**config.mk**
```make
export PLATFORM = sky130hd
export DESIGN_NAME = vng_norm
export DESIGN_NICKNAME = d
export VERILOG_FILES = /design/src/design/vng_pkg.sv /design/src/design/vng_norm.sv
export SDC_FILE = /design/constraint.sdc
export NUM_CORES = 2
export LEC_CHECK = 0
export BUFFER_PORTS_ARGS = -buffer_cell sky130_fd_sc_hd__buf_2
export CORE_MARGIN = 3
export CORE_UTILIZATION = 30
export DETAILED_ROUTE_END_ITERATION = 6
export GPL_ROUTABILITY_DRIVEN = 0
export PLACE_DENSITY = 0.57
export SYNTH_ARGS = -nofsm -noshare
export SYNTH_HDL_FRONTEND = slang
export SYNTH_SLANG_ARGS = --single-unit
```
**constraint.sdc**
```tcl
create_clock -name clk_i -period 19.25 [get_ports clk_i]
set_clock_uncertainty 0.15 [all_clocks]
set_input_delay 1.925 -clock clk_i [delete_from_list [all_inputs] [get_ports clk_i]]
set_output_delay 1.925 -clock clk_i [all_outputs]
set_load 0.1 [all_outputs]
```
**src/design/vng_pkg.sv**
```systemverilog
`timescale 1ns / 1ps
// ----------------------------------------------------------------------------
// vng_pkg
// Shared types, widths and helpers of the vertex normal generator.
// ----------------------------------------------------------------------------
package vng_pkg;

  localparam int MAX_VERTICES_DEF = 1024;
  localparam int IDX_W  = 10;
  localparam int POS_W  = 24;
  localparam int SUM_W  = 24;
  localparam int NRM_W  = 16;
  localparam int EDGE_W = POS_W + 1;
  localparam int PROD_W = 2 * EDGE_W;
  localparam int VEC_W  = 52;

  typedef enum logic [1:0] {
    OP_LOAD  = 2'd0,
    OP_TRI   = 2'd1,
    OP_QUERY = 2'd2,
    OP_NONE  = 2'd3
  } opcode_e;

  typedef enum logic [3:0] {
    S_CLEAR,
    S_IDLE,
    S_TRD,
    S_EDGE,
    S_CROSS,
    S_FNORM,
    S_SUMRD,
    S_SUMWR,
    S_QRD,
    S_QNORM,
    S_RES
  } top_state_e;

  typedef enum logic [2:0] {
    N_IDLE,
    N_SHIFT,
    N_SQ,
    N_SQRT,
    N_DINIT,
    N_DIV,
    N_DONE
  } norm_state_e;

  typedef struct packed {
    logic signed [VEC_W-1:0] z;
    logic signed [VEC_W-1:0] y;
    logic signed [VEC_W-1:0] x;
  } vec_t;

  typedef struct packed {
    logic signed [NRM_W-1:0] z;
    logic signed [NRM_W-1:0] y;
    logic signed [NRM_W-1:0] x;
  } nrm_t;

  function automatic logic signed [SUM_W-1:0] sat_add(
    input logic signed [SUM_W-1:0] s,
    input logic signed [NRM_W-1:0] d
  );
    logic signed [SUM_W:0] t;
    t = (SUM_W+1)'(s) + (SUM_W+1)'(d);
    // top two bits differ only when the sum left the 24-bit range
    if (t[SUM_W] != t[SUM_W-1]) begin
      sat_add = t[SUM_W] ? {1'b1, {(SUM_W-1){1'b0}}} : {1'b0, {(SUM_W-1){1'b1}}};
    end else begin
      sat_add = t[SUM_W-1:0];
    end
  endfunction

endpackage

```
**src/design/vng_norm.sv**
```systemverilog
`timescale 1ns / 1ps
// ----------------------------------------------------------------------------
// vng_norm
// Iterative vector normalizer: range shift, sum of squares, bit-pair square
// root and restoring division to a Q1.15 unit vector.
// ----------------------------------------------------------------------------
module vng_norm import vng_pkg::*; (
  input  logic  clk_i,
  input  logic  rst_ni,
  input  logic  start_i,
  input  vec_t  vec_i,
  output logic  done_o,
  output nrm_t  nrm_o
);

  localparam int MAG_W = VEC_W;
  localparam int ACC_W = 50;
  localparam int RT_W  = 25;
  localparam int DV_W  = 40;

  norm_state_e state_q, state_d;
  logic [MAG_W-1:0] mag_q [3];
  logic [MAG_W-1:0] mag_d [3];
  logic [2:0]       neg_q, neg_d;
  logic [1:0]       idx_q, idx_d;
  logic [47:0]      prod_q, prod_d;
  logic [ACC_W-1:0] acc_q, acc_d;
  logic [ACC_W-1:0] srem_q, srem_d;
  logic [ACC_W-1:0] res_q, res_d;
  logic [ACC_W-1:0] bit_q, bit_d;
  logic [RT_W-1:0]  r_q, r_d;
  logic [DV_W-1:0]  drem_q, drem_d;
  logic [DV_W-1:0]  dvs_q, dvs_d;
  logic [15:0]      quo_q, quo_d;
  logic [3:0]       k_q, k_d;
  nrm_t             nrm_q, nrm_d;

  logic signed [VEC_W-1:0] v [3];
  logic [MAG_W-1:0] mx;
  logic [MAG_W-1:0] sel;
  logic             sel_neg;
  logic [ACC_W-1:0] trial;
  logic [15:0]      qc;
  logic signed [NRM_W-1:0] nv;

  assign v[0] = vec_i.x;
  assign v[1] = vec_i.y;
  assign v[2] = vec_i.z;

  always_comb begin
    mx = mag_q[0];
    if (mag_q[1] > mx) mx = mag_q[1];
    if (mag_q[2] > mx) mx = mag_q[2];
  end

  always_comb begin
    case (idx_q)
      2'd0:    begin sel = mag_q[0]; sel_neg = neg_q[0]; end
      2'd1:    begin sel = mag_q[1]; sel_neg = neg_q[1]; end
      default: begin sel = mag_q[2]; sel_neg = neg_q[2]; end
    endcase
  end

  always_comb begin
    state_d = state_q;
    mag_d   = mag_q;
    neg_d   = neg_q;
    idx_d   = idx_q;
    prod_d  = prod_q;
    acc_d   = acc_q;
    srem_d  = srem_q;
    res_d   = res_q;
    bit_d   = bit_q;
    r_d     = r_q;
    drem_d  = drem_q;
    dvs_d   = dvs_q;
    quo_d   = quo_q;
    k_d     = k_q;
    nrm_d   = nrm_q;
    done_o  = 1'b0;
    trial   = res_q + bit_q;
    qc      = '0;
    nv      = '0;
    unique case (state_q)
      N_IDLE: begin
        if (start_i) begin
          for (int i = 0; i < 3; i++) begin
            neg_d[i] = v[i][VEC_W-1];
            mag_d[i] = v[i][VEC_W-1] ? MAG_W'(-v[i]) : MAG_W'(v[i]);
          end
          nrm_d = '0;
          if (v[0] == '0 && v[1] == '0 && v[2] == '0) begin
            state_d = N_DONE;
          end else begin
            state_d = N_SHIFT;
          end
        end
      end
      N_SHIFT: begin
        // truncating right shifts compose, so coarse steps match single steps
        if (mx >= (MAG_W'(1) << 32)) begin
          for (int i = 0; i < 3; i++) mag_d[i] = mag_q[i] >> 8;
        end else if (mx >= (MAG_W'(1) << 24)) begin
          for (int i = 0; i < 3; i++) mag_d[i] = mag_q[i] >> 1;
        end else if (mx < (MAG_W'(1) << 15)) begin
          for (int i = 0; i < 3; i++) mag_d[i] = mag_q[i] << 8;
        end else if (mx < (MAG_W'(1) << 23)) begin
          for (int i = 0; i < 3; i++) mag_d[i] = mag_q[i] << 1;
        end else begin
          idx_d   = '0;
          acc_d   = '0;
          state_d = N_SQ;
        end
      end
      N_SQ: begin
        if (idx_q != 2'd3) begin
          prod_d = sel[23:0] * sel[23:0];
        end
        if (idx_q != 2'd0) begin
          acc_d = acc_q + ACC_W'(prod_q);
        end
        idx_d = idx_q + 2'd1;
        if (idx_q == 2'd3) begin
          srem_d  = acc_d;
          res_d   = '0;
          bit_d   = ACC_W'(1) << 48;
          state_d = N_SQRT;
        end
      end
      N_SQRT: begin
        if (bit_q == '0) begin
          r_d     = res_q[RT_W-1:0];
          idx_d   = '0;
          state_d = N_DINIT;
        end else begin
          if (srem_q >= trial) begin
            srem_d = srem_q - trial;
            res_d  = (res_q >> 1) + bit_q;
          end else begin
            res_d  = res_q >> 1;
          end
          bit_d = bit_q >> 2;
        end
      end
      N_DINIT: begin
        // rounded quotient stays below 2^16, so sixteen trial subtracts
        drem_d  = {1'b0, sel[23:0], 15'd0} + DV_W'(r_q >> 1);
        dvs_d   = {r_q, 15'd0};
        quo_d   = '0;
        k_d     = '0;
        state_d = N_DIV;
      end
      N_DIV: begin
        if (drem_q >= dvs_q) begin
          drem_d = drem_q - dvs_q;
          quo_d  = {quo_q[14:0], 1'b1};
        end else begin
          quo_d  = {quo_q[14:0], 1'b0};
        end
        dvs_d = dvs_q >> 1;
        k_d   = k_q + 4'd1;
        if (k_q == 4'd15) begin
          qc = quo_d[15] ? 16'h7fff : quo_d;
          nv = sel_neg ? -$signed(qc) : $signed(qc);
          case (idx_q)
            2'd0:    nrm_d.x = nv;
            2'd1:    nrm_d.y = nv;
            default: nrm_d.z = nv;
          endcase
          if (idx_q == 2'd2) begin
            state_d = N_DONE;
          end else begin
            idx_d   = idx_q + 2'd1;
            state_d = N_DINIT;
          end
        end
      end
      N_DONE: begin
        done_o  = 1'b1;
        state_d = N_IDLE;
      end
      default: state_d = N_IDLE;
    endcase
  end

  always_ff @(posedge clk_i or negedge rst_ni) begin
    if (!rst_ni) begin
      state_q <= N_IDLE;
    end else begin
      state_q <= state_d;
    end
  end

  always_ff @(posedge clk_i) begin
    mag_q  <= mag_d;
    neg_q  <= neg_d;
    idx_q  <= idx_d;
    prod_q <= prod_d;
    acc_q  <= acc_d;
    srem_q <= srem_d;
    res_q  <= res_d;
    bit_q  <= bit_d;
    r_q    <= r_d;
    drem_q <= drem_d;
    dvs_q  <= dvs_d;
    quo_q  <= quo_d;
    k_q    <= k_d;
    nrm_q  <= nrm_d;
  end

  assign nrm_o = nrm_q;

endmodule

```
==> impl_metrics.toml <==
[status]
status = "complete, no violations"

[sta]
report.final.slew_viol_count = 0
finalSetupViolations = 0
fmaxAchievable_mhz = 92.7
slew_headroom_pct = 11.9
worst_pin_slew_ps = 1310
hold_viol = 0
finalCritPeriodShare_pct = 56.0
fin_tns_setup_ps = 0
period_minus_slack_ps = 10790
rsz0062_at_grt = "false"

[critical_path]
critPathMaxStageDelay_ps = 800
r2r-start = "idx_q[0]"
cp-start-kind = "register"
cp_common_cell = "fa_1"
r2r_end = "prod_q[46]"
r2r_slack_ps = 8460
worstRegToRegCells = 29
required_ps = 19520
path_class = "register to register"
crit_arrival_ps = 11060
critPathMaxFanout = 47
path_buf_inv = 6
critPathCaptureType = "register"
critical_path.top_delay_family = "adder cells"
crit_path_top_delay_cell = "clkinv_1"

[layout]
fillers = 19648
design_area_mm2 = 0.0649
area_delta_synth_final_pct = 11.4
final_core_util_pct = 33.7
nets = 7498
drive_above_1_share_pct = 7.89

[worst_hold_path]
hp-start = "res_q[0]"
min_path_cells = 0
holdPathEnd = "r_q[0]"
min_path_type = "register to register"

[grt]
grt-ovfl-total = 0
grt_pass1_wl_um = 300000
grt_antenna_before_repair = 16
grt.met3_usage_pct = 3.48
grt_start_max_net_pins = 88
busiest_layer = "met2"
grt_pass1_vias = 50270
grt_use_met2_pct = 31.5
grt_use_met1_pct = 24.5
grt_use_total_pct = 19.3

[synth]
ys_top_cells_by_area = "edfxtp_1 (29%), fa_1 (15%), ha_1 (10%)"
async_flop_share_pct = 0.538
synth_nets = 7416
ys_seq_elements = 558
ys.flop_type = "edfxtp_1"
synth_top_area_share_pct = 28.6
ys_seq_area_share_pct = 28.7
yosysUniqueCellTypes = 86
synth_area_per_cell_um2 = 9.18
synth_warnings = 0
synth_enable_flop_cells = 555
synth_top_area_cell = "edfxtp_1"
synthesis.area_mm2 = 0.0583
syn-instance-count = 6351

[place]
placed_cell_area_mm2 = 0.0622
dp_hpwl_um = 150000
port_buffers = 207

[clocking]
cts_tree = "done"
cts-resized-gates = 0
cts-root-buf = "clkbuf_16"
postCtsSetupRepairBufs = 0
htree_levels = 3
clkSlewWorstSetupHoldPaths_ps = 70
cts_sinks = 558
clockBufferDepth = 3
numCtsBuffers = 73
clock_latency_ps = 710
cts_hold_buf = 0

[detailed_routing]
viasPerCell = 5.55
routed_wl_um = 196000
drt_iter0_drc = 4745
route.detailed.drc = 0
ant_nets = 0
num_vias = 50144
drtPass1Iterations = 7
wl_per_cell_um = 21.7

[floorplan]
die-area_mm2 = 0.200
pin_count = 208
die_height_um = 447
floorplan.rows = 161
initial_utilization_pct = 30.2
core_mm2 = 0.193
die_w_um = 447

[run]
cap_violations = 0
[stage by stage]
stage               hold slack, ps  std cells  worst slack, ps
floorplan                      283       6351             5490
global placement               349       8884             8770
detailed placement             329       8884             8550
CTS                            351       9017             8540
global route                   370       9030             7860
finish                         343       9030             8460
[metal layers]
layer  vias to the layer above  part of all wire [%]
li1                      22817                     -
met1                     24662                    41
met2                      2189                    46
met3                       472                   8.0
met4                         4                   5.2
met5                         -                 0.012
[registers in the layout, summed over array words and instances (netlist names), 25 cells and up]
name    count
mag_q     156
prod_q     47
nrm_o      48
r_q        25
srem_q     50
bit_q      25
acc_q      50
res_q      50
dvs_q      40
drem_q     40
[Yosys cell counts (all sizes together) (68+ instances only)]
library cell,n
o31ai,77
a21o,136
nor2,637
a21oi,375
nand2,522
xnor2,225
inv,653
nor3,68
nand3,112
o21ai,409
edfxtp,555
xor2,185
clkbuf,233
a31oi,116
fa,426
mux2i,108
ha,480
[final cells by class]
class                           count  area, um^2  share of cell area [%]
Multi-Input combinational cell   4862       38300                    58.9
Sequential cell                   558       16700                    25.8
Tap cell                         2526        3160                    4.87
Inverter                          659        2470                    3.81
Clock buffer                       83        1900                    2.92
Timing Repair Buffer              279        1580                    2.43
Clock inverter                     50         779                    1.20
Antenna cell                       13        32.5                  0.0501
[how the worst max path moves through the flow]
stage / startpoint / endpoint / slack [ps] / cells past startpoint
global route: idx_q[0] / prod_q[47] / 7860 / 28
global placement: idx_q[0] / prod_q[47] / 8770 / 28
floorplan: mag_q[79] / mag_q[0] / 5490 / 22
detailed placement: idx_q[0] / prod_q[47] / 8550 / 28
finish: idx_q[0] / prod_q[46] / 8460 / 29
CTS: idx_q[0] / prod_q[47] / 8540 / 28
[cell usage in the layout, fill, tap and decap left out, drive strengths merged, types with 56 or more instances in the layout]
| cell | synthesis | routed |
|---|---|---|
| xnor2 | 225 | 225 |
| nor3 | 68 | 68 |
| nor4 | 60 | 60 |
| edfxtp | 555 | 555 |
| a21oi | 375 | 375 |
| nand2 | 522 | 522 |
| a221oi | 59 | 59 |
| buf | 39 | 279 |
| o22ai | 56 | 56 |
| xor2 | 185 | 185 |
| clkbuf | 233 | 83 |
| a211oi | 64 | 64 |
| a21o | 136 | 136 |
| nor2 | 637 | 637 |
| o21ai | 409 | 409 |
| nand4 | 61 | 61 |
| ha | 480 | 480 |
| mux2i | 108 | 108 |
| o21bai | 56 | 56 |
| nand3 | 112 | 112 |
| o31ai | 77 | 77 |
| inv | 653 | 655 |
| and3 | 61 | 61 |
| fa | 426 | 426 |
| a31oi | 116 | 116 |
[worst reg2reg max path, delay by kind of cell, from the launching register on]
kind | cells | cell delay (ps)
xor+xnor | 1 | 90
simple gates | 3 | 830
fa+ha+maj | 9 | 4210
buf+inv | 6 | 1930
flops | 1 | 450
compound gates | 10 | 2860
[logic make-up (layout without fill, tap and decap cells)]
kind of cell	after synthesis	in the layout	share of synthesized area (%)
compound gates	1644	1644	18.2
xor+xnor	410	410	6.16
fa+ha+maj	906	906	24.9
buf+inv	931	1071	6.00
flops	558	558	28.7
mux	109	109	1.87
other cells	0	13	0
simple gates	1793	1793	14.2
Power is left out: the tool's default activity adds up to more than one toggle a clock period on the data nets, which glitch-free logic cannot reach.
